--- src/rtl/msag_pkg.sv ---
`timescale 1ns / 1ps
`default_nettype none
// ----------------------------------------------------------------------------
// msag_pkg: shared types and constants for the sensor average gather
// Channel count, sample widths and request/result payload structs.
// ----------------------------------------------------------------------------
package msag_pkg;
	localparam int NumChannels = 13;
	localparam int BufferDepth = 8;
	localparam int PosW        = (BufferDepth > 1) ? $clog2(BufferDepth) : 1;
	localparam int CntW        = $clog2(BufferDepth + 1);
	localparam int SampleW     = 16;
	localparam int SumW        = SampleW + $clog2(BufferDepth + 1);
	localparam int ChW         = 4;
	localparam int StoreDepth  = NumChannels * BufferDepth;
	localparam int AddrW       = $clog2(StoreDepth);
	localparam logic [NumChannels-1:0] MaskAll = '1;

	typedef struct packed {
		logic [ChW-1:0]            channel;
		logic signed [SampleW-1:0] sample;
	} in_req_t;

	typedef struct packed {
		logic [ChW-1:0]            out_channel;
		logic signed [SampleW-1:0] mean_value;
		logic                      last;
	} out_res_t;

	// front to back queue entry: a classified sample, flagged when it closes a package
	typedef struct packed {
		logic [ChW-1:0]            channel;
		logic signed [SampleW-1:0] sample;
		logic                      emit;
	} cmd_t;
endpackage
`default_nettype wire

--- src/rtl/multichannel_sensor_average_gather.sv ---
`timescale 1ns / 1ps
`default_nettype none
// ----------------------------------------------------------------------------
// multichannel_sensor_average_gather: 13-channel moving average with gather
// Keeps an 8-deep ring and running sum per channel; when every channel has
// delivered a sample, emits 13 means (truncated toward zero), last one marked.
//
//   port      dir   payload    handshake
//   in_*      in    in_req_t   in_valid / in_stall
//   out_*     out   out_res_t  out_valid / out_stall
//
// A sample passes the back end's read and update states (ring read, update); a
// closing sample then walks all 13 channels through the 20-step serial divider.
// A two-entry queue lets the front accept while the back end works.
// arst_n clears rings' positions, counts, sums and the pending mask.
// out_stall holds the result register and pauses the emission walk.
// ----------------------------------------------------------------------------
module multichannel_sensor_average_gather import msag_pkg::*; (
	input  wire logic    clk,
	input  wire logic    arst_n,
	input  wire logic    in_valid,
	output logic         in_stall,
	input  wire in_req_t in_data,
	output logic         out_valid,
	input  wire logic    out_stall,
	output out_res_t     out_data
);
	logic cmd_valid, cmd_pop;
	cmd_t cmd_data;

	msag_front u_front (
		.clk, .arst_n, .in_valid, .in_stall, .in_data,
		.cmd_valid, .cmd_pop, .cmd_data
	);

	msag_back u_back (
		.clk, .arst_n, .cmd_valid, .cmd_pop, .cmd_data,
		.out_valid, .out_stall, .out_data
	);

	// stalled result holds
	a_hold: assert property (@(posedge clk) disable iff (!arst_n)
		out_valid && out_stall |=> out_valid && $stable(out_data))
		else $error("result changed under stall");
	// last only on the final channel
	a_last: assert property (@(posedge clk) disable iff (!arst_n)
		out_valid |-> (out_data.last == (out_data.out_channel == ChW'(NumChannels - 1))))
		else $error("last flag on wrong channel");
	// channel number in range
	a_ch: assert property (@(posedge clk) disable iff (!arst_n)
		out_valid |-> out_data.out_channel < ChW'(NumChannels))
		else $error("result channel out of range");
endmodule
`default_nettype wire

--- src/rtl/msag_front.sv ---
`timescale 1ns / 1ps
`default_nettype none
// ----------------------------------------------------------------------------
// msag_front: request classifier
// Drops out-of-range channels, tracks the pending mask and marks the sample
// that completes a package. Holds a two-entry queue toward the back end.
// ----------------------------------------------------------------------------
module msag_front import msag_pkg::*; (
	input  wire logic    clk,
	input  wire logic    arst_n,
	input  wire logic    in_valid,
	output logic         in_stall,
	input  wire in_req_t in_data,
	output logic         cmd_valid,
	input  wire logic    cmd_pop,
	output cmd_t         cmd_data
);
	logic [NumChannels-1:0] mask_q;
	cmd_t                   fifo_q [2];
	logic                   rd_q, wr_q;
	logic [1:0]             cnt_q;
	logic                   take, in_range, push;
	logic [NumChannels-1:0] clr, next_mask;

	assign in_stall  = (cnt_q == 2'd2);
	assign take      = in_valid && !in_stall;
	assign in_range  = (in_data.channel < ChW'(NumChannels));
	assign push      = take && in_range;
	assign clr       = NumChannels'(1) << in_data.channel;
	assign next_mask = mask_q & ~clr;
	assign cmd_valid = (cnt_q != 2'd0);
	assign cmd_data  = fifo_q[rd_q];

	// mask and queue pointers
	always_ff @(posedge clk or negedge arst_n) begin
		if (!arst_n) begin
			mask_q <= MaskAll;
			rd_q   <= 1'b0;
			wr_q   <= 1'b0;
			cnt_q  <= 2'd0;
		end else begin
			if (push) begin
				mask_q <= (next_mask == '0) ? MaskAll : next_mask;
				wr_q   <= ~wr_q;
			end
			if (cmd_pop) rd_q <= ~rd_q;
			cnt_q <= cnt_q + 2'(push) - 2'(cmd_pop);
		end
	end

	// queue storage
	always_ff @(posedge clk) begin
		if (push) begin
			fifo_q[wr_q].channel <= in_data.channel;
			fifo_q[wr_q].sample  <= in_data.sample;
			fifo_q[wr_q].emit    <= (next_mask == '0);
		end
	end
endmodule
`default_nettype wire

--- src/rtl/msag_back.sv ---
`timescale 1ns / 1ps
`default_nettype none
// ----------------------------------------------------------------------------
// msag_back: ring update and package emission
// Updates one channel's ring and sum per command; on a closing command walks
// all channels through a serial restoring divider and emits their means.
// ----------------------------------------------------------------------------
module msag_back import msag_pkg::*; (
	input  wire logic clk,
	input  wire logic arst_n,
	input  wire logic cmd_valid,
	output logic      cmd_pop,
	input  wire cmd_t cmd_data,
	output logic      out_valid,
	input  wire logic out_stall,
	output out_res_t  out_data
);
	typedef enum logic [2:0] {ST_IDLE, ST_READ, ST_UPD, ST_DLOAD, ST_DIV, ST_OUT} st_t;
	localparam int DivCntW = $clog2(SumW + 1);

	st_t                       st_q;
	logic signed [SampleW-1:0] mem [StoreDepth];
	logic signed [SampleW-1:0] rd_data_q;
	logic [PosW-1:0]           pos_q [NumChannels];
	logic [CntW-1:0]           fill_q [NumChannels];
	logic signed [SumW-1:0]    sum_q [NumChannels];
	cmd_t                      cmd_q;
	logic [ChW-1:0]            ch_q;
	logic [SumW-1:0]           quo_q, rem_q, dvd_q;
	logic [CntW-1:0]           dsr_q;
	logic                      neg_q;
	logic [DivCntW-1:0]        dcnt_q;
	out_res_t                  res_q;
	logic                      res_valid_q;

	logic [AddrW-1:0]          addr;
	logic [3:0]                cc;
	logic [SumW:0]             trial;
	logic [SumW-1:0]           shl;
	logic signed [SumW-1:0]    s_cur;
	logic [SumW-1:0]           quo_fix;

	assign cc      = cmd_q.channel;
	assign addr    = AddrW'(cc) * AddrW'(BufferDepth) + AddrW'(pos_q[cc]);
	assign cmd_pop = (st_q == ST_IDLE) && cmd_valid;
	assign shl     = {rem_q[SumW-2:0], dvd_q[SumW-1]};
	assign trial   = {1'b0, shl} - {{(SumW + 1 - CntW){1'b0}}, dsr_q};
	assign s_cur   = sum_q[ch_q];
	assign quo_fix = neg_q ? -quo_q : quo_q;
	assign out_valid = res_valid_q;
	assign out_data  = res_q;

	// ring store, read data registered
	always_ff @(posedge clk) begin
		if (st_q == ST_READ) rd_data_q <= mem[addr];
		if (st_q == ST_UPD) mem[addr] <= cmd_q.sample;
	end

	// sequencer, per-channel state and divider
	always_ff @(posedge clk or negedge arst_n) begin
		if (!arst_n) begin
			st_q        <= ST_IDLE;
			res_valid_q <= 1'b0;
			ch_q        <= '0;
			dcnt_q      <= '0;
			for (int i = 0; i < NumChannels; i++) begin
				pos_q[i]  <= '0;
				fill_q[i] <= '0;
				sum_q[i]  <= '0;
			end
		end else begin
			// result taken; ST_OUT handles its own refill
			if (res_valid_q && !out_stall && st_q != ST_OUT) res_valid_q <= 1'b0;
			unique case (st_q)
				ST_IDLE: if (cmd_valid) begin
					cmd_q <= cmd_data;
					st_q  <= ST_READ;
				end
				ST_READ: st_q <= ST_UPD;
				ST_UPD: begin
					if (fill_q[cc] == CntW'(BufferDepth))
						sum_q[cc] <= sum_q[cc] - SumW'(rd_data_q) + SumW'(cmd_q.sample);
					else begin
						sum_q[cc]  <= sum_q[cc] + SumW'(cmd_q.sample);
						fill_q[cc] <= fill_q[cc] + CntW'(1);
					end
					pos_q[cc] <= (pos_q[cc] == PosW'(BufferDepth - 1)) ? '0 : pos_q[cc] + PosW'(1);
					ch_q <= '0;
					st_q <= cmd_q.emit ? ST_DLOAD : ST_IDLE;
				end
				ST_DLOAD: begin
					neg_q  <= s_cur[SumW-1];
					dvd_q  <= s_cur[SumW-1] ? SumW'(-s_cur) : SumW'(s_cur);
					dsr_q  <= fill_q[ch_q];
					rem_q  <= '0;
					quo_q  <= '0;
					dcnt_q <= DivCntW'(SumW);
					st_q   <= ST_DIV;
				end
				ST_DIV: begin
					// one restoring step per cycle
					dvd_q <= {dvd_q[SumW-2:0], 1'b0};
					if (!trial[SumW]) begin
						rem_q <= trial[SumW-1:0];
						quo_q <= {quo_q[SumW-2:0], 1'b1};
					end else begin
						rem_q <= shl;
						quo_q <= {quo_q[SumW-2:0], 1'b0};
					end
					dcnt_q <= dcnt_q - DivCntW'(1);
					if (dcnt_q == DivCntW'(1)) st_q <= ST_OUT;
				end
				ST_OUT: if (!res_valid_q || !out_stall) begin
					res_valid_q       <= 1'b1;
					res_q.out_channel <= ch_q;
					res_q.mean_value  <= (dsr_q == '0) ? '0 : quo_fix[SampleW-1:0];
					res_q.last        <= (ch_q == ChW'(NumChannels - 1));
					ch_q <= ch_q + ChW'(1);
					st_q <= (ch_q == ChW'(NumChannels - 1)) ? ST_IDLE : ST_DLOAD;
				end
				default: st_q <= ST_IDLE;
			endcase
		end
	end
endmodule
`default_nettype wire
--- config.mk ---
export PLATFORM = sky130hd
export DESIGN_NAME = multichannel_sensor_average_gather
export DESIGN_NICKNAME = d
export VERILOG_FILES = /design/src/rtl/msag_pkg.sv /design/src/rtl/multichannel_sensor_average_gather.sv /design/src/rtl/msag_front.sv /design/src/rtl/msag_back.sv
export SDC_FILE = /design/constraint.sdc
export NUM_CORES = 2
export LEC_CHECK = 0
export ABC_AREA = 1
export BUFFER_PORTS_ARGS = -buffer_cell sky130_fd_sc_hd__buf_2
export CORE_UTILIZATION = 55
export CTS_CLUSTER_SIZE = 24
export DETAILED_ROUTE_END_ITERATION = 7
export HOLD_SLACK_MARGIN = 0.1
export MAX_ROUTING_LAYER = met4
export PLACE_DENSITY = 0.71
export SYNTH_ARGS = -nofsm -noshare
export SYNTH_HDL_FRONTEND = slang
export SYNTH_SLANG_ARGS = --single-unit
--- constraint.sdc ---
create_clock -name clk -period 7.6 [get_ports clk]
set_input_delay 1.14 -clock clk [delete_from_list [all_inputs] [get_ports clk]]
set_output_delay 1.14 -clock clk [all_outputs]
set_load 0.02 [all_outputs]
Word-level counts from Yosys, hierarchy flattened
Memory sizes are Yosys's and may differ from the RTL's. A register that Yosys moved wholly into a read port is not among the register bits. Index checks and enable logic that the tools add are counted.

Flip-flop bits (word level): 462. RAM bits: 1706. Input port bits: 24. Logic and storage cells: 170. Memories kept: 2.

Add/sub/neg operators: 13. Order comparisons: 4. Equal/unequal tests: 14. Shifts and indexed selects: 1. Mux-type cells: 51. Bitwise logic cells: 7. Reductions and logical operators: 23.

Memories: u_back.mem (words 104, width 16, rd ports 1, clocked after memory_dff 1, wr ports 1, line msag_back.sv:22) `logic signed [SampleW-1:0] mem [StoreDepth];`; u_front.fifo_q (words 2, width 21, rd ports 1, clocked after memory_dff 1, wr ports 1, line msag_front.sv:19) `cmd_t fifo_q [2];`.

Operators with widths (count): bitwise mux 260 bit (2); two-way mux 260 bit (1); binary-select mux 20 bit (select 4 bit) (2); two-way mux 20 bit (6); demux 20 bit (select 4 bit) (1); bitwise mux 52 bit (1); adder 20 x 16 -> 20 bit (2); case mux 20 bit (2 select lines) (1); bitwise mux 39 bit (1); case mux 19 bit (2 select lines) (1); binary-select mux 4 bit (select 4 bit) (2); case mux 16 bit (2 select lines) (1); two-way mux 4 bit (6); two-way mux 3 bit (7); subtractor 20 x 4 -> 21 bit (1); negator 20 bit (1); subtractor 20 x 16 -> 20 bit (1); two-way mux 19 bit (1); case mux 3 bit (6 select lines) (1); demux 4 bit (select 4 bit) (1); two-way mux 16 bit (1); negator 16 bit (1); bitwise AND 13 bit (1); logical NOT 13 bit (1); other kinds (36) (69).

Logic depth before layout (Yosys ltp)
Word-level depth: 8. Mapped depth: 29. Mapped depth without buffers: 24.

Modules after synthesis
A second synthesis with hierarchy kept.

Cells, all modules: 10192. Area, all modules: 99141.3 um2.

Modules (own cells, without submodules): msag_back (instances 1, cells an instance 10016, area an instance 96700.2 um2, seq. area each 62620.1 um2); msag_front (instances 1, cells an instance 176, area an instance 2441.1 um2, seq. area each 1702.9 um2).

Worst setup path after synthesis
No wires, ideal clock.

Path type: register to register. Start: register u_back.cmd_q, in the netlist u_back.cc[0]. End: register u_back.sum_q[75] (netlist name). Setup time: 133 ps. Data arrival time: 4395 ps. Path slack: 3073 ps. Stages on the path, launching flop included: 27. Path through: edfxtp_1 buf_4 nand2_1 inv_2 buf_4 buf_4 clkbuf_1 clkbuf_1 a22oi_1 o221ai_1 nand2_1 nand4_1 inv_1 fa_1 inv_1 ha_1 a21oi_1 nand2_1 a21oi_1 o21ai_0 nand3_1 nand2_1 xnor2_1 clkbuf_1 nor3_1 o21ai_0 o21ai_0.

Word-level cells in the longest chain between the ends: 8. Elaborated cells on any way between the ends: 19. Those cells by class: add/sub: 3; order compare: 2; eq/ne: 1; mux: 11; bitwise: 1; reduce/logical: 1.

Ends and longest elaborated chain: from (decl) (line msag_back.sv:27) `cmd_t cmd_q;`; from (signal assigned) (line msag_back.sv:76) `cmd_q <= cmd_data;`; NOT 4 -> 5 bit (not written as such) (*) (line msag_back.sv:81, msag_back.sv:82, msag_back.sv:84); binary-select mux 20 bit (select 4 bit) (line msag_back.sv:82, msag_back.sv:84); two-way mux 20 bit (not written as such) (2 in series) (line msag_back.sv:82, msag_back.sv:84); subtractor 20 x 16 -> 20 bit (line msag_back.sv:82) `sum_q[cc] <= sum_q[cc] - SumW'(rd_data_q) + SumW'(cmd_q.sample);`; adder 20 x 16 -> 20 bit (line msag_back.sv:82); bitwise mux 260 bit (line msag_back.sv:82); two-way mux 260 bit (*) (line msag_back.sv:81) `if (fill_q[cc] == CntW'(BufferDepth))`; to (signal, indexed assignment) (line msag_back.sv:82); to (signal, indexed assignment) (line msag_back.sv:84) `sum_q[cc] <= sum_q[cc] + SumW'(cmd_q.sample);`; to (decl) (line msag_back.sv:26) `logic signed [SumW-1:0] sum_q [NumChannels];`.

Mark *: on every way between the ends. The rest lies on a longest branch, timed or not. The select of a mux whose other input is x is not followed. A chain may end at the register's enable or synchronous reset.

Worst setup path after layout
Start: register u_back.cmd_q, in the netlist u_back.cc[0]. End: register u_back.sum_q[172] (netlist name).

Same word-level chain as after synthesis.

==> reports/qor.txt <==
Status - complete, but fails checks
Failing checks - design-rule violations
Fill cells - 14900
Req. time, crit path - 8.33 ns
Worst Hold Class - input port to async pin
Max Freq - 159 MHz
Asr flop ratio synth - 0.173
VDD IR max - 0.219 mV
Crit-path max FO - 55
Cell mode on critical path - nand2_1
Routed Antenna Nets - 0
# IOs - 47
Total Power - 24.0 mW
Initial Util - 0.555
# rows - 157
Crit-path slowest cell - xnor2_1
Critical path class - register to register
Commonest non-fill, non-tap cells in the layout - nand2_1, edfxtp_1, inv_1
Setup TNS - 0 ns
Worst Hold Margin - 0.251 ns
# clock sinks - 2205
Postcts setup bufs - 0
Gp weighted congestion - 0.976
YS warnings - 0
Footprint of the multi-input gates - 28300 um^2
Top Family by Delay on Critical Path - buffers and inverters
Largest net degree at the start of global routing - 190
DIE AREA - 187000 um^2
# port buffers - 46
Buf/Inv on CP - 6
Reg2reg start - u_back.cc[0]$_DFFE_PP_
DR vias - 75400
Root Buffer - clkbuf_16
Initial antenna violation count - 3
Flop2flop setup slack - 1.31 ns
Die height - 432 um
Area of the core - 183000 um^2
First-pass GRT wire length - 429 mm
Final setup fails - 0
Vias in the first global route - 71200
Min Tclk post-route - 6.29 ns
Headroom to the max-slew limit - 0.0351
Starting DRT DRC Count - 9499
Synth Net Count - 10900
1st-pass router iterations - 8
Vias/cell - 5.63
Total Routed Length - 286 mm
Post-synth top area share - 0.538
Drc violations - 4
Wirelength per Cell - 21.4 um
Final Max Tran Viols - 0
Gr ovfl total - 0
Post-synth EDFFs - 1824
Power Density - 214 nW/um^2
Top post-synthesis cells by area - edfxtp_1, nand2_1, dfrtp_1, inv_1, nand3_1
Largest area contributor in the netlist - edfxtp_1
Worst EP arrival - 7.02 ns
Max clock buf depth - 3
Num CTS Buffers - 220
Register area share after synthesis - 0.632
Latest clock arrival within the worst-skew pair - 0.91 ns
Max Clock Skew - 0.0653 ns
RSZ-0062 raised after global routing - no
Storage element area - 64300 um^2
Reg clk slew, reported paths - 0.06 ns
CTS tree - done
Final period utilization - 0.827
Flops & latches, synth - 2205
Fin util - 0.611
Share of layout cells above drive strength 1 - 0.0640
Most common cell after layout, fill and taps aside - nand2_1
Synthesized area - 102000 um^2
Area Overhead vs Synth - 10.1%
Yosys cell types - 51
Primary FF master, synth - edfxtp_1
Gr usage total - 0.314
Final hold violation count - 0
Post_cts resized - 0
Crit. Startpoint - u_back.cc[0]$_DFFE_PP_
H-tree depth - 4
Post-DP HPWL - 168 mm
P_leak - 48.7 nW
Largest stage delay, worst path - 1.04 ns
Die width - 432 um
Post-Synthesis Cells - 10800
CP Capture Type - register
Cts hold-fix bufs - 0
Slew at the pin with the worst max-slew slack - 1.45 ns
Crit path cell chain - buf_4 -> inv_1 -> nand2_1 -> clkinv_2 -> buf_12 -> a22oi_1 -> nand2_1 -> nand2_1 -> nand4_1 -> inv_1 -> fa_1 -> inv_1 -> ha_1 -> a21oi_1 -> o21ai_0 -> a21oi_1 -> o21ai_0 -> nand2_1 -> nand2_1 -> xnor2_1 -> nor3_1 -> o21ai_0 -> o21ai_0
# nets final - 10800
CP Launch Type - register
Syn Area/Cell - 9.46 um^2
Max cap viols - 0
## metrics by stage
step                setup WS (ns)  cells  area, um^2
finish                       1.31  13400      112000
global placement             1.74  13000      105000
CTS                          1.54  13400      112000
floorplan                    3.07  10800      102000
detailed placement           1.54  13000      105000
global route                0.981  13400      112000
## layout make-up
cell class / instances / share of cell area
clock inverters: 114 / 0.0109
repair buffers: 305 / 0.0209
clock buffers: 296 / 0.0538
flip-flops and latches: 2205 / 0.574
well taps: 2464 / 0.0275
multi-input cells: 6198 / 0.252
diodes: 2 / 0.0000447
inverters: 1797 / 0.0603
## cell families (layout without fill, tap and decap cells)
kind of cell    Yosys count  count (layout)  share of synthesized area
xor+xnor                 43              43                    0.00370
simple gates           4751            4751                      0.189
other cells               0               2                          0
buf+inv                2361            2512                     0.0916
flops                  2205            2205                      0.632
mux                       1               1                  0.0000983
fa+ha+maj                76              76                     0.0109
compound gates         1327            1327                     0.0731
## flip-flops by register name, indices dropped and copies added, names as in the netlist, 2 cells and up
name / cells
u_back.st_q: 3
u_back.out_data: 21
u_back.dcnt_q: 5
u_back.fill_q: 52
u_back.sum_q: 260
u_back.rd_data_q: 16
u_back.dvd_q: 20
u_back.rem_q: 19
u_front.mask_q: 13
u_front.fifo_q: 42
u_back.mem: 1664
u_back.cc: 4
u_back.cmd_q: 17
u_back.dsr_q: 4
u_back.ch_q: 4
u_back.quo_q: 16
u_back.pos_q: 39
u_front.cnt_q: 2
## synthesized netlist by cell type, drive strengths merged, types with 5 or more instances
| library cell | instances |
|---|---|
| a21o | 6 |
| a21oi | 205 |
| a22oi | 119 |
| a31oi | 5 |
| buf | 302 |
| clkbuf | 262 |
| dfrtp | 368 |
| dfstp | 13 |
| edfxtp | 1824 |
| fa | 21 |
| ha | 55 |
| inv | 1793 |
| nand2 | 2966 |
| nand3 | 833 |
| nand3b | 6 |
| nand4 | 39 |
| nor2 | 763 |
| nor3 | 130 |
| o211ai | 71 |
| o21a | 11 |
| o21ai | 818 |
| o221ai | 30 |
| o22ai | 17 |
| o31ai | 33 |
| or2 | 6 |
| xnor2 | 19 |
| xor2 | 24 |
## power breakdown
group	internal [mW]	switching (mW)
Sequential	13.0	0.0107
Combinational	0.0231	0.0775
Clock	6.16	4.73
## metal layers
| layer | GRT usage | vias up | wire length (um) |
|---|---|---|---|
| li1 | - | 34800 | - |
| met1 | 0.411 | 35700 | 112000 |
| met2 | 0.473 | 3931 | 129000 |
| met3 | 0.0530 | 873 | 28700 |
| met4 | 0.161 | 0 | 16600 |
| met5 | - | - | 0 |
## final timing paths
check | to | cells past startpoint
setup / recovery | u_back.sum_q[172]$_DFFE_PN0P_ | 23
hold / removal | u_back.sum_q[173]$_DFFE_PN0P_ | 1
setup reg to reg | u_back.sum_q[172]$_DFFE_PN0P_ | 23
hold reg to reg | u_front.mask_q[12]$_DFFE_PN1P_ | 2
max in group asynchronous | u_back.sum_q[21]$_DFFE_PN0P_ | 3
min in group clk | u_front.fifo_q[1][8]$_DFFE_PP_ | 1
No activity file was read; power rests on OpenSTA's default activity.
